==> config.mk <==
export PLATFORM = sky130hd
export DESIGN_NAME = linear_queue_with_reverse
export DESIGN_NICKNAME = d
export VERILOG_FILES = /design/src/sv/lqr_pkg.sv /design/src/sv/lqr_ram.sv /design/src/sv/lqr_ctrl.sv /design/src/sv/linear_queue_with_reverse.sv
export VERILOG_INCLUDE_DIRS = /design/src /design/src/sv
export SDC_FILE = /design/constraint.sdc
export NUM_CORES = 1
export LEC_CHECK = 0
export BUFFER_PORTS_ARGS = -buffer_cell sky130_fd_sc_hd__buf_2
export CAP_MARGIN = 20
export CELL_PAD_IN_SITES_DETAIL_PLACEMENT = 0
export CELL_PAD_IN_SITES_GLOBAL_PLACEMENT = 1
export CORE_MARGIN = 3
export CORE_UTILIZATION = 40
export CTS_BUF_LIST = sky130_fd_sc_hd__clkbuf_4
export DETAILED_ROUTE_END_ITERATION = 10
export GPL_TIMING_DRIVEN = 0
export HOLD_SLACK_MARGIN = 0.1
export PLACE_DENSITY_LB_ADDON = 0.1
export SYNTH_ARGS = -nofsm -noshare
export SYNTH_HDL_FRONTEND = slang
export SYNTH_HIERARCHICAL = 1
export SYNTH_SLANG_ARGS = --single-unit
==> constraint.sdc <==
create_clock -name clk -period 5.15 [get_ports clk]
set_clock_uncertainty 0.05 [all_clocks]
set_input_delay 0.2575 -clock clk [delete_from_list [all_inputs] [get_ports clk]]
set_output_delay 0.2575 -clock clk [all_outputs]
set_load 0.005 [all_outputs]
==> src/sv/linear_queue_with_reverse_assert.svh <==
// assertion macros for the linear queue with reverse
// used by lqr_ctrl; expects clk and rst_n in the including scope
`ifndef LINEAR_QUEUE_WITH_REVERSE_ASSERT_SVH
`define LINEAR_QUEUE_WITH_REVERSE_ASSERT_SVH
`ifndef SYNTHESIS
`define LQR_ASSERT(name, prop) \
    name: assert property (@(posedge clk) disable iff (!rst_n) prop) \
        else $error("lqr assertion failed");
`define LQR_ASSERT_NEXT(name, ante, cons) \
    name: assert property (@(posedge clk) disable iff (!rst_n) (ante) |=> (cons)) \
        else $error("lqr assertion failed");
`else
`define LQR_ASSERT(name, prop)
`define LQR_ASSERT_NEXT(name, ante, cons)
`endif
`endif

==> src/sv/lqr_pkg.sv <==
// shared types, codes and constants for the linear queue with reverse
// no dependencies
`timescale 1ns / 1ps

package lqr_pkg;

    localparam int DEPTH  = 16;
    localparam int IDX_W  = $clog2(DEPTH);
    localparam int CNT_W  = $clog2(DEPTH + 1);
    localparam int DATA_W = 32;
    localparam int ADDR_W = 3;

    localparam logic [CNT_W-1:0] CAP_RESET = CNT_W'(DEPTH);

    localparam logic [1:0] ACT_ENQ = 2'd0;
    localparam logic [1:0] ACT_DEQ = 2'd1;
    localparam logic [1:0] ACT_REV = 2'd2;

    localparam logic [1:0] STAT_OK    = 2'd0;
    localparam logic [1:0] STAT_FULL  = 2'd1;
    localparam logic [1:0] STAT_EMPTY = 2'd2;

    localparam logic REG_CAPACITY = 1'b0;

    typedef enum logic [2:0] {
        ST_IDLE,
        ST_DEQ,
        ST_SWAP_RD,
        ST_SWAP_WLO,
        ST_SWAP_WHI,
        ST_RESULT
    } lqr_state_t;

    typedef struct packed {
        logic              we;
        logic [IDX_W-1:0]  waddr;
        logic [DATA_W-1:0] wdata;
        logic [IDX_W-1:0]  raddr_a;
        logic [IDX_W-1:0]  raddr_b;
    } lqr_mem_req_t;

    typedef struct packed {
        logic              valid;
        logic [1:0]        status;
        logic [DATA_W-1:0] data;
        logic [CNT_W-1:0]  count;
    } lqr_result_t;

    function automatic logic [CNT_W-1:0] lqr_count(
        input logic             occ,
        input logic [IDX_W-1:0] head,
        input logic [IDX_W-1:0] tail
    );
        logic [CNT_W-1:0] n;
        n = CNT_W'(tail) - CNT_W'(head) + CNT_W'(1);
        return occ ? n : '0;
    endfunction

endpackage

==> src/sv/lqr_ram.sv <==
// slot storage: one write port, two registered read ports
// depends on lqr_pkg
`timescale 1ns / 1ps

module lqr_ram (
    input  logic                         clk,
    input  lqr_pkg::lqr_mem_req_t        req,
    output logic [lqr_pkg::DATA_W-1:0]   rd_a,
    output logic [lqr_pkg::DATA_W-1:0]   rd_b
);

    logic [lqr_pkg::DATA_W-1:0] slots_mem [lqr_pkg::DEPTH];

    always_ff @(posedge clk)
    begin
        if (req.we)
        begin
            slots_mem[req.waddr] <= req.wdata;
        end
    end

    always_ff @(posedge clk)
    begin
        rd_a <= slots_mem[req.raddr_a];
        rd_b <= slots_mem[req.raddr_b];
    end

endmodule

==> src/sv/lqr_ctrl.sv <==
// queue sequencer: index registers, full/empty checks and the swap loop
// depends on lqr_pkg and linear_queue_with_reverse_assert.svh
`timescale 1ns / 1ps
`include "linear_queue_with_reverse_assert.svh"

module lqr_ctrl (
    input  logic                              clk,
    input  logic                              rst_n,
    input  logic                              in_valid,
    output logic                              in_ready,
    input  logic [1:0]                        action,
    input  logic signed [lqr_pkg::DATA_W-1:0] value,
    input  logic [lqr_pkg::CNT_W-1:0]         capacity,
    output lqr_pkg::lqr_mem_req_t             mem,
    input  logic [lqr_pkg::DATA_W-1:0]        rd_a,
    input  logic [lqr_pkg::DATA_W-1:0]        rd_b,
    output lqr_pkg::lqr_result_t              res,
    input  logic                              res_take
);

    lqr_pkg::lqr_state_t state_reg, state_next;

    logic [lqr_pkg::IDX_W-1:0]  head_reg, head_next;
    logic [lqr_pkg::IDX_W-1:0]  tail_reg, tail_next;
    logic                       occ_reg, occ_next;
    logic [lqr_pkg::IDX_W-1:0]  lo_reg, lo_next;
    logic [lqr_pkg::IDX_W-1:0]  hi_reg, hi_next;
    logic [lqr_pkg::DATA_W-1:0] tmp_reg, tmp_next;
    logic [1:0]                 res_status_reg, res_status_next;
    logic [lqr_pkg::DATA_W-1:0] res_data_reg, res_data_next;

    logic                       in_fire;
    logic [lqr_pkg::CNT_W-1:0]  cap_eff;
    logic                       full;
    logic [lqr_pkg::CNT_W-1:0]  enq_idx;
    logic                       swap_more;

    assign in_fire = in_valid && (state_reg == lqr_pkg::ST_IDLE);
    assign cap_eff = (capacity > lqr_pkg::CNT_W'(lqr_pkg::DEPTH))
                     ? lqr_pkg::CNT_W'(lqr_pkg::DEPTH) : capacity;
    assign full    = (cap_eff == '0)
                     || (occ_reg && (lqr_pkg::CNT_W'(tail_reg) >= cap_eff - 1'b1));
    assign enq_idx = occ_reg ? lqr_pkg::CNT_W'(tail_reg) + 1'b1 : '0;
    assign swap_more = (lqr_pkg::CNT_W'(lo_reg) + lqr_pkg::CNT_W'(2))
                       < lqr_pkg::CNT_W'(hi_reg);

    // next state
    always_comb
    begin
        state_next = state_reg;
        unique case (state_reg)
            lqr_pkg::ST_IDLE:
            begin
                if (in_fire)
                begin
                    if (action == lqr_pkg::ACT_DEQ && occ_reg)
                    begin
                        state_next = lqr_pkg::ST_DEQ;
                    end
                    else if (action == lqr_pkg::ACT_REV && occ_reg && head_reg < tail_reg)
                    begin
                        state_next = lqr_pkg::ST_SWAP_RD;
                    end
                    else
                    begin
                        state_next = lqr_pkg::ST_RESULT;
                    end
                end
            end
            lqr_pkg::ST_DEQ:      state_next = lqr_pkg::ST_RESULT;
            lqr_pkg::ST_SWAP_RD:  state_next = lqr_pkg::ST_SWAP_WLO;
            lqr_pkg::ST_SWAP_WLO: state_next = lqr_pkg::ST_SWAP_WHI;
            lqr_pkg::ST_SWAP_WHI:
            begin
                state_next = swap_more ? lqr_pkg::ST_SWAP_RD : lqr_pkg::ST_RESULT;
            end
            lqr_pkg::ST_RESULT:
            begin
                if (res_take)
                begin
                    state_next = lqr_pkg::ST_IDLE;
                end
            end
            default: state_next = lqr_pkg::ST_IDLE;
        endcase
    end

    // fsm outputs
    always_comb
    begin
        in_ready     = (state_reg == lqr_pkg::ST_IDLE);
        res.valid    = (state_reg == lqr_pkg::ST_RESULT);
        res.status   = res_status_reg;
        res.data     = res_data_reg;
        res.count    = lqr_pkg::lqr_count(occ_reg, head_reg, tail_reg);
    end

    // indexes, memory requests and result fields
    always_comb
    begin
        head_next       = head_reg;
        tail_next       = tail_reg;
        occ_next        = occ_reg;
        lo_next         = lo_reg;
        hi_next         = hi_reg;
        tmp_next        = tmp_reg;
        res_status_next = res_status_reg;
        res_data_next   = res_data_reg;
        mem.raddr_a     = (state_reg == lqr_pkg::ST_IDLE) ? head_reg : lo_reg;
        mem.raddr_b     = hi_reg;
        mem.we          = 1'b0;
        mem.waddr       = lo_reg;
        mem.wdata       = rd_b;
        unique case (state_reg)
            lqr_pkg::ST_IDLE:
            begin
                if (in_fire)
                begin
                    res_status_next = lqr_pkg::STAT_OK;
                    res_data_next   = '0;
                    case (action)
                        lqr_pkg::ACT_ENQ:
                        begin
                            if (full || enq_idx >= lqr_pkg::CNT_W'(lqr_pkg::DEPTH))
                            begin
                                res_status_next = lqr_pkg::STAT_FULL;
                            end
                            else
                            begin
                                mem.we    = 1'b1;
                                mem.waddr = enq_idx[lqr_pkg::IDX_W-1:0];
                                mem.wdata = value;
                                tail_next = enq_idx[lqr_pkg::IDX_W-1:0];
                                head_next = occ_reg ? head_reg : '0;
                                occ_next  = 1'b1;
                            end
                        end
                        lqr_pkg::ACT_DEQ:
                        begin
                            if (!occ_reg)
                            begin
                                res_status_next = lqr_pkg::STAT_EMPTY;
                            end
                            else if (head_reg >= tail_reg)
                            begin
                                head_next = '0;
                                tail_next = '0;
                                occ_next  = 1'b0;
                            end
                            else
                            begin
                                head_next = head_reg + 1'b1;
                            end
                        end
                        lqr_pkg::ACT_REV:
                        begin
                            lo_next = head_reg;
                            hi_next = tail_reg;
                        end
                        default:
                        begin
                        end
                    endcase
                end
            end
            lqr_pkg::ST_DEQ:
            begin
                res_data_next = rd_a;
            end
            lqr_pkg::ST_SWAP_RD:
            begin
            end
            lqr_pkg::ST_SWAP_WLO:
            begin
                mem.we    = 1'b1;
                mem.waddr = lo_reg;
                mem.wdata = rd_b;
                tmp_next  = rd_a;
            end
            lqr_pkg::ST_SWAP_WHI:
            begin
                mem.we    = 1'b1;
                mem.waddr = hi_reg;
                mem.wdata = tmp_reg;
                lo_next   = lo_reg + 1'b1;
                hi_next   = hi_reg - 1'b1;
            end
            lqr_pkg::ST_RESULT:
            begin
            end
            default:
            begin
            end
        endcase
    end

    always_ff @(posedge clk or negedge rst_n)
    begin
        if (!rst_n)
        begin
            state_reg <= lqr_pkg::ST_IDLE;
            head_reg  <= '0;
            tail_reg  <= '0;
            occ_reg   <= 1'b0;
        end
        else
        begin
            state_reg <= state_next;
            head_reg  <= head_next;
            tail_reg  <= tail_next;
            occ_reg   <= occ_next;
        end
    end

    always_ff @(posedge clk)
    begin
        lo_reg         <= lo_next;
        hi_reg         <= hi_next;
        tmp_reg        <= tmp_next;
        res_status_reg <= res_status_next;
        res_data_reg   <= res_data_next;
    end

    `LQR_ASSERT(a_head_le_tail, occ_reg |-> (head_reg <= tail_reg))
    `LQR_ASSERT(a_empty_at_start, !occ_reg |-> (head_reg == '0 && tail_reg == '0))
    `LQR_ASSERT(a_swap_order,
        (state_reg == lqr_pkg::ST_SWAP_RD || state_reg == lqr_pkg::ST_SWAP_WLO
         || state_reg == lqr_pkg::ST_SWAP_WHI) |-> (lo_reg < hi_reg))
    `LQR_ASSERT(a_no_write_on_read,
        (state_reg == lqr_pkg::ST_SWAP_RD || state_reg == lqr_pkg::ST_DEQ
         || state_reg == lqr_pkg::ST_RESULT) |-> !mem.we)
    `LQR_ASSERT_NEXT(a_deq_fetch, in_fire && action == lqr_pkg::ACT_DEQ && occ_reg,
        state_reg == lqr_pkg::ST_DEQ)

endmodule

==> src/sv/linear_queue_with_reverse.sv <==
// Linear (non-circular) queue of signed 32-bit words with enqueue, dequeue
// and in-place reverse. One item is taken at a time: a dequeue makes one
// registered read of the slot memory (none on an empty queue), and a reverse
// swaps pairs from both ends inward; each swap reads both ends and then
// writes them back one after the other through the single write port of the
// slot memory. A result waits in its own output register, so the input side
// is free again once the result has moved there. The queue reports full once
// the tail reaches capacity - 1 and only restarts at slot 0 when it empties.
// Capacity sits at byte address 0 of the APB port; the user must write it only
// while the block is idle, and the block itself does not enforce this.
// depends on lqr_pkg, lqr_ram and lqr_ctrl
`timescale 1ns / 1ps

module linear_queue_with_reverse (
    input  logic                              clk,
    input  logic                              rst_n,
    input  logic                              in_valid,
    output logic                              in_ready,
    input  logic [1:0]                        action,
    input  logic signed [lqr_pkg::DATA_W-1:0] value,
    output logic                              out_valid,
    input  logic                              out_ready,
    output logic [1:0]                        status,
    output logic signed [lqr_pkg::DATA_W-1:0] data,
    output logic [lqr_pkg::CNT_W-1:0]         count,
    input  logic                              psel,
    input  logic                              penable,
    input  logic                              pwrite,
    input  logic [lqr_pkg::ADDR_W-1:0]        paddr,
    input  logic [31:0]                       pwdata,
    output logic [31:0]                       prdata,
    output logic                              pready
);

    logic [lqr_pkg::CNT_W-1:0]  capacity_reg, capacity_next;
    logic                       out_valid_reg, out_valid_next;
    logic [1:0]                 status_reg, status_next;
    logic [lqr_pkg::DATA_W-1:0] data_reg, data_next;
    logic [lqr_pkg::CNT_W-1:0]  count_reg, count_next;

    lqr_pkg::lqr_mem_req_t      mem;
    lqr_pkg::lqr_result_t       res;
    logic [lqr_pkg::DATA_W-1:0] rd_a;
    logic [lqr_pkg::DATA_W-1:0] rd_b;
    logic                       res_take;
    logic                       reg_sel;

    assign pready  = 1'b1;
    assign reg_sel = paddr[2];

    // register file
    always_comb
    begin
        capacity_next = capacity_reg;
        if (psel && penable && pwrite && pready && reg_sel == lqr_pkg::REG_CAPACITY)
        begin
            capacity_next = pwdata[lqr_pkg::CNT_W-1:0];
        end
    end

    always_comb
    begin
        prdata = '0;
        unique case (reg_sel)
            lqr_pkg::REG_CAPACITY: prdata = 32'(capacity_reg);
            default:               prdata = '0;
        endcase
    end

    // output register
    assign res_take = !out_valid_reg || out_ready;

    always_comb
    begin
        out_valid_next = out_valid_reg;
        status_next    = status_reg;
        data_next      = data_reg;
        count_next     = count_reg;
        if (res_take)
        begin
            out_valid_next = res.valid;
            if (res.valid)
            begin
                status_next = res.status;
                data_next   = res.data;
                count_next  = res.count;
            end
        end
    end

    always_ff @(posedge clk or negedge rst_n)
    begin
        if (!rst_n)
        begin
            capacity_reg  <= lqr_pkg::CAP_RESET;
            out_valid_reg <= 1'b0;
        end
        else
        begin
            capacity_reg  <= capacity_next;
            out_valid_reg <= out_valid_next;
        end
    end

    always_ff @(posedge clk)
    begin
        status_reg <= status_next;
        data_reg   <= data_next;
        count_reg  <= count_next;
    end

    assign out_valid = out_valid_reg;
    assign status    = status_reg;
    assign data      = data_reg;
    assign count     = count_reg;

    lqr_ram u_ram (
        .clk  (clk),
        .req  (mem),
        .rd_a (rd_a),
        .rd_b (rd_b)
    );

    lqr_ctrl u_ctrl (
        .clk      (clk),
        .rst_n    (rst_n),
        .in_valid (in_valid),
        .in_ready (in_ready),
        .action   (action),
        .value    (value),
        .capacity (capacity_reg),
        .mem      (mem),
        .rd_a     (rd_a),
        .rd_b     (rd_b),
        .res      (res),
        .res_take (res_take)
    );

endmodule
-- Word-level counts from Yosys, hierarchy flattened
Memory sizes are Yosys's and may differ from the RTL's. A register that Yosys moved wholly into a read port is not among the register bits.
Cells that the tools add are included.
- bits in registers: 131
- latch bits: 0
- memory bits (writable): 512
- bits in read-only memories: 0
- input port bits: 76
- output and inout port bits: 74
- word-level logic and storage cells: 110
- memories kept: 1
- $add $sub $neg: 8
- $mul: 0
- divide/modulo/power cells: 0
- order comparisons: 6
- equal/unequal tests: 14
- shifts and indexed selects: 0
- multiplexer cells: 40
- bitwise gates (word level): 1
- reduce and logical (&&, ||, !) cells: 26
- memory list (memory ; depth ; bits a word ; rd ports ; clocked after Yosys merged registers in ; write ports ; RTL line ; RTL):
    u_ram.slots_mem ; 16 ; 32 ; 2 ; 2 ; 1 ; lqr_ram.sv:12 ; logic [lqr_pkg::DATA_W-1:0] slots_mem [lqr_pkg::DEPTH];
- operator list (kind ; number):
    37-bit 2-to-1 mux ; 3
    37-bit case mux with 3 select lines ; 1
    32-bit case mux with 2 select lines ; 1
    4-bit 2-to-1 mux ; 12
    32-bit 2-to-1 mux ; 1
    4-bit case mux with 2 select lines ; 4
    3-bit case mux with 6 select lines ; 1
    3-bit 2-to-1 mux ; 5
    5-bit 2-to-1 mux ; 3
    6-bit AND reduction ; 2
    4-bit by 1-bit adder with 4-bit output (second input constant) ; 2
    1-bit logical AND ; 8
    2-bit by 1-bit != test with 1-bit output (second input constant) ; 4
    2-bit AND reduction ; 4
    3-bit by 2-bit == test with 1-bit output (second input constant) ; 2
    3-bit == test (second input constant) ; 2
    1-bit 2-to-1 mux ; 6
    2-bit != test (second input constant) ; 3
    2-bit nonzero test ; 3
    4-bit by 1-bit adder with 5-bit output (second input constant) ; 1
    4-bit by 2-bit adder with 5-bit output (second input constant) ; 1
    5-bit by 1-bit adder with 5-bit output (second input constant) ; 1
    4-bit by 5-bit greater-or-equal comparator with 1-bit output ; 1
    5-bit greater-or-equal comparator (second input constant) ; 1
    21 further kinds ; 23

-- Logic depth before layout (Yosys ltp)
- word-level depth: 13
- depth in mapped cells: 13
- depth with buffers taken out: 12

-- Hierarchy
Netlist, hierarchy kept.
- modules (own cells, without submodules) (module ; times used ; cells each ; area an instance (sq um)):
    lqr_ram ; 1 ; 1141 ; 24203.2
    lqr_ctrl ; 1 ; 584 ; 5625.4
    linear_queue_with_reverse ; 1 ; 89 ; 1682.9

-- Worst setup path after synthesis
No wires, ideal clock.
- path type: register -> register
- start: reg capacity_reg[4] (netlist name)
- end: mem u_ram/slots_mem[0][0] (netlist name), enable pin
- data arrival time: 5.207 ns
- data required time: 4.639 ns
- path slack: -0.568 ns
- stages on the path, launching flop included: 14
- path buffers: 1
- clock period less this slack: 5.718 ns
- path through: dfstp_2 -> inv_1 -> nand2_1 -> ha_1 -> xnor2_1 -> ha_1 -> a211o_1 -> a31oi_1 -> a211oi_2 -> clkbuf_1 -> o21ai_0 -> o211ai_1 -> or3b_2 -> nor3_1
- RTL lines (element ; RTL line ; RTL):
    start: declaration ; linear_queue_with_reverse.sv:35 ; logic [lqr_pkg::CNT_W-1:0] capacity_reg, capacity_next;
    start signal: assignment ; linear_queue_with_reverse.sv:95 ; capacity_reg <= lqr_pkg::CAP_RESET;
    start signal: assignment ; linear_queue_with_reverse.sv:100 ; capacity_reg <= capacity_next;
    end: declaration ; lqr_ram.sv:12 ;

==> impl_metrics.toml <==
[run_status]
outcome = "complete, no violations"

[sta]
hold_slack_ns = 0.209
final.period_utilization_pct = 94.4
tightest_slew_ns = 1.19
fmax_ghz = 0.206
fin_setup_tns_ns = 0
report.final.hold_viol_count = 0
setup_violation_total_in_the_final_timing_report = 0
maxSlewViolCount = 0
finalWorstPathRequiredPeriod_ns = 4.86
rsz0062_at_grt = "false"
worst_slew_slack_as_a_fraction_of_its_limit_pct = 20.4

[critical_path]
crit_path_max_fanout = 14
crit_required_ns = 5.76
cpMaxStageDelayCell = "sky130_fd_sc_hd__or3b_2"
critical_path.cell_chain = "inv_1 > nand2_1 > ha_1 > xnor2_1 > ha_1 > a211o_1 > a31oi_1 > a211oi_4 > clkbuf_2 > o21ai_0 > o211ai_1 > or3b_2 > nor3_4 > buf_4 > buf_16"
critical-path-max-stage-delay_ns = 0.64
cp_data_arrival_time_ns = 5.47
worstSetupEndpointType = "flop"
crit_family = "compound AO/OA/AOI/OAI gates"
setup.worst_path.class = "flop to flop"
cp-start-kind = "flop"
most_frequent_cell_on_the_critical_path = "sky130_fd_sc_hd__ha_1"
worst-path-buf-inv = 4

[routing]
routedLengthMet1_um = 40500
top_layer_used = "met4"
drt_first_pass_iters = 5
route.final.wire_length_um = 101000
via_count = 19800
detail_route.drc_violations = 0
route.detailed.wl_per_inst_um = 29.4
drt_iter0_drc = 1801
drt.antenna.violating_nets = 0
detail_route.vias_per_cell = 5.76
dr_wl_met3_um = 8920
met2WireLength_um = 48900

[placement]
place.detailed.instances = 2996
detailedPlacementHpwl_um = 66400
globalplace.congestion = 0.810
cell_area_placed_um2 = 34000
port-buffer-count = 92

[floorplanning]
die_x_um = 287
initial_core_util_pct = 40.5
site_rows = 102
die_span_in_y_um = 287
floorplan.core_area_um2 = 77700
design.portCount = 150
fp.dieArea_um2 = 82200

[clock_tree]
clkSlewWorstSetupHoldPaths_ns = 0.06
clock_sinks = 707
htreeDepth = 4
bufs_on_longest_clock_path = 3
cts_buffers = 190
tritoncts_clock_tree = "done"
root_buffer = "sky130_fd_sc_hd__clkbuf_4"
insertion_delay_ns = 1.02

[cells_and_area]
final-instance-count-excl-fill = 3437
largest-register = "u_ram/slots_mem"
layout.nets = 2342
register_area_um2 = 20500
multi_input_gate_area_um2 = 10400
post-route-cell-area_um2 = 37700
number_of_flip_flops_in_the_largest_register = 512
final_layout_size_suffix_gt1_share_pct = 36.1
filler_cell_count = 6773
syn2layout_area_growth_pct = 19.5

[global_routing]
grt_pass1_vias = 20700
grtUsageTotal_pct = 24.8
grt_start_max_net_pins = 40
grt_overflow = 0
antenna_violations_before_repair = 4
first_pass_grt_wire_length_um = 143000

[logic_synthesis]
post_synth_instance_area_um2 = 31500
synth.avg_cell_area_um2 = 17.4
area_contributors_post_synth = "sky130_fd_sc_hd__edfxtp_1 60%, sky130_fd_sc_hd__mux4_2 18%, sky130_fd_sc_hd__dfxtp_1 4.1%"
yosys_most_used_dff = "sky130_fd_sc_hd__edfxtp_1"
synth_sequential_area_ratio_pct = 65.1
synth-xor-area-share_pct = 0.306
yosys.area.top_type_share_pct = 59.6
synth-adder-area-share_pct = 1.06
synthMuxAreaShare_pct = 18.7
seq_cells_post_synth = 707
yosysMostFrequentCell = "sky130_fd_sc_hd__edfxtp_1"
commonest_cells_in_the_synthesized_netlist = "625 x sky130_fd_sc_hd__edfxtp_1, 256 x sky130_fd_sc_hd__mux4_2, 130 x sky130_fd_sc_hd__a22oi_1, 126 x sky130_fd_sc_hd__nor2_1, 84 x sky130_fd_sc_hd__nand2_1"
synth_cell_type_count = 66
synth_enable_flop_cells = 625
synth_compound_gate_area_share_pct = 6.83
area_share_of_and_or_nand_nor_cells_after_synthesis_pct = 5.16
synth-async-reset-ratio_pct = 2.55
synth_cells = 1814
post-synth-top-area-cell = "sky130_fd_sc_hd__edfxtp_1"
yosys_warnings = 6
dominant_combinational_cell_family_by_area_after_synthesis = "multiplexers"

[worst_hold_path]
timing.hold.worst.class = "input pin to asynchronous set/reset pin"

[flow_run]
maxCapViolCount = 0

[power]
power.ir.vdd_worst_mv = 0.343
cellLeakagePower_nw = 13.0
p_per_area_nw_per_um2 = 685
-- cells by family (layout without fill, tap and decap cells) --
group                    Yosys count  after routing
flip-flops                       707            707
multiplexers                     267            267
AO/OA/AOI/OAI                    284            284
XOR/XNOR                          11             11
buffers and inverters            175            731
other                              2             29
adder cells (fa/ha/maj)           26             26
AND/OR/NAND/NOR                  342            342
-- timing repair --
item,4_1_cts,5_1_grt
setup buffers,20,2
pin swaps,11,2
endpoints found under the setup margin,464,62
hold endpoints to repair,536,0
hold buffers,62,0
resized for setup,2,5
-- area by class of cell --
| class | count | share of cell area, % |
|---|---|---|
| inverter | 23 | 0.233 |
| tap | 1040 | 3.46 |
| buffer | 152 | 2.19 |
| clock inverter | 51 | 0.824 |
| clock buffer | 297 | 5.92 |
| timing repair buffer | 208 | 5.44 |
| antenna | 1 | 0.00664 |
| multi-input combinational | 958 | 27.5 |
| sequential | 707 | 54.4 |
-- placed cells by master (no fill, tap or decap), types with 25 or more instances in the layout --
| cell | synthesis | final |
|---|---|---|
| sky130_fd_sc_hd__o22ai_1 | 35 | 35 |
| sky130_fd_sc_hd__conb_1 | 2 | 28 |
| sky130_fd_sc_hd__a211oi_2 | 34 | 32 |
| sky130_fd_sc_hd__ha_1 | 25 | 25 |
| sky130_fd_sc_hd__buf_2 | 13 | 105 |
| sky130_fd_sc_hd__dfxtp_1 | 64 | 64 |
| sky130_fd_sc_hd__dlygate4sd3_1 | 0 | 62 |
| sky130_fd_sc_hd__nor3_1 | 44 | 40 |
| sky130_fd_sc_hd__nand2_1 | 84 | 84 |
| sky130_fd_sc_hd__clkbuf_4 | 0 | 297 |
| sky130_fd_sc_hd__clkbuf_1 | 58 | 56 |
| sky130_fd_sc_hd__nor2_1 | 126 | 114 |
| sky130_fd_sc_hd__a21oi_1 | 40 | 40 |
| sky130_fd_sc_hd__buf_1 | 25 | 25 |
| sky130_fd_sc_hd__buf_12 | 0 | 26 |
| sky130_fd_sc_hd__clkinv_1 | 0 | 37 |
| sky130_fd_sc_hd__edfxtp_1 | 625 | 625 |
| sky130_fd_sc_hd__mux4_2 | 256 | 256 |
| sky130_fd_sc_hd__buf_4 | 49 | 60 |
| sky130_fd_sc_hd__a22oi_1 | 130 | 130 |
| sky130_fd_sc_hd__and2_1 | 41 | 40 |
-- stage by stage --
step / worst slack, ns / total power (W) / utilization (%)
floorplan: 0.304 / 0.0162 / -
global placement: -3.05 / 0.0200 / 43.0
detailed placement: -0.367 / 0.0204 / 43.8
CTS: 0.00984 / 0.0258 / 48.3
global route: 0.0382 / 0.0271 / 48.5
finish: 0.287 / 0.0258 / 48.5
-- metal layers --
metal,GRT usage [%],up-vias
met3,6.59,177
met5,0,-
li1,-,8361
met2,40.0,918
met1,32.7,10300
met4,8.61,0
-- worst reg2reg max path, stage by stage, from the launching register on --
cell                       delay (ns)
sky130_fd_sc_hd__dfstp_2         0.59
sky130_fd_sc_hd__inv_1           0.08
sky130_fd_sc_hd__nand2_1         0.13
sky130_fd_sc_hd__ha_1            0.32
sky130_fd_sc_hd__xnor2_1         0.15
sky130_fd_sc_hd__ha_1            0.26
sky130_fd_sc_hd__a211o_1         0.25
sky130_fd_sc_hd__a31oi_1         0.40
sky130_fd_sc_hd__a211oi_4        0.17
sky130_fd_sc_hd__clkbuf_2        0.40
sky130_fd_sc_hd__o21ai_0         0.27
sky130_fd_sc_hd__o211ai_1        0.19
sky130_fd_sc_hd__or3b_2          0.64
sky130_fd_sc_hd__nor3_4          0.23
sky130_fd_sc_hd__buf_4           0.19
sky130_fd_sc_hd__buf_16          0.18
-- power breakdown --
group	internal, W	leakage [nW]	switching [W]
registers	0.00892	6.48	0.000650
clock network	0.00281	1.52	0.00233
logic	0.00419	5.00	0.00689
total	0.0159	13.0	0.00986
-- final timing paths --
| path | from | endpoint | slack [ns] | cells past startpoint |
|---|---|---|---|---|
| worst min-delay path | rst_n | capacity_reg[1] | 0.21 | 3 |
| worst max register to register | capacity_reg[4] | u_ram/slots_mem[0][14] | 0.29 | 15 |
| worst min register to register | u_ram/rd_a[30] | u_ctrl/tmp_reg[30] | 0.34 | 0 |
| worst max-delay path | capacity_reg[4] | u_ram/slots_mem[0][14] | 0.29 | 15 |
| max in group asynchronous | rst_n | u_ctrl/head_reg[0] | 4.42 | 4 |
| min in group clk | in_valid | u_ctrl/state_reg[1] | 0.25 | 5 |
(Power assumes the default switching activity.)
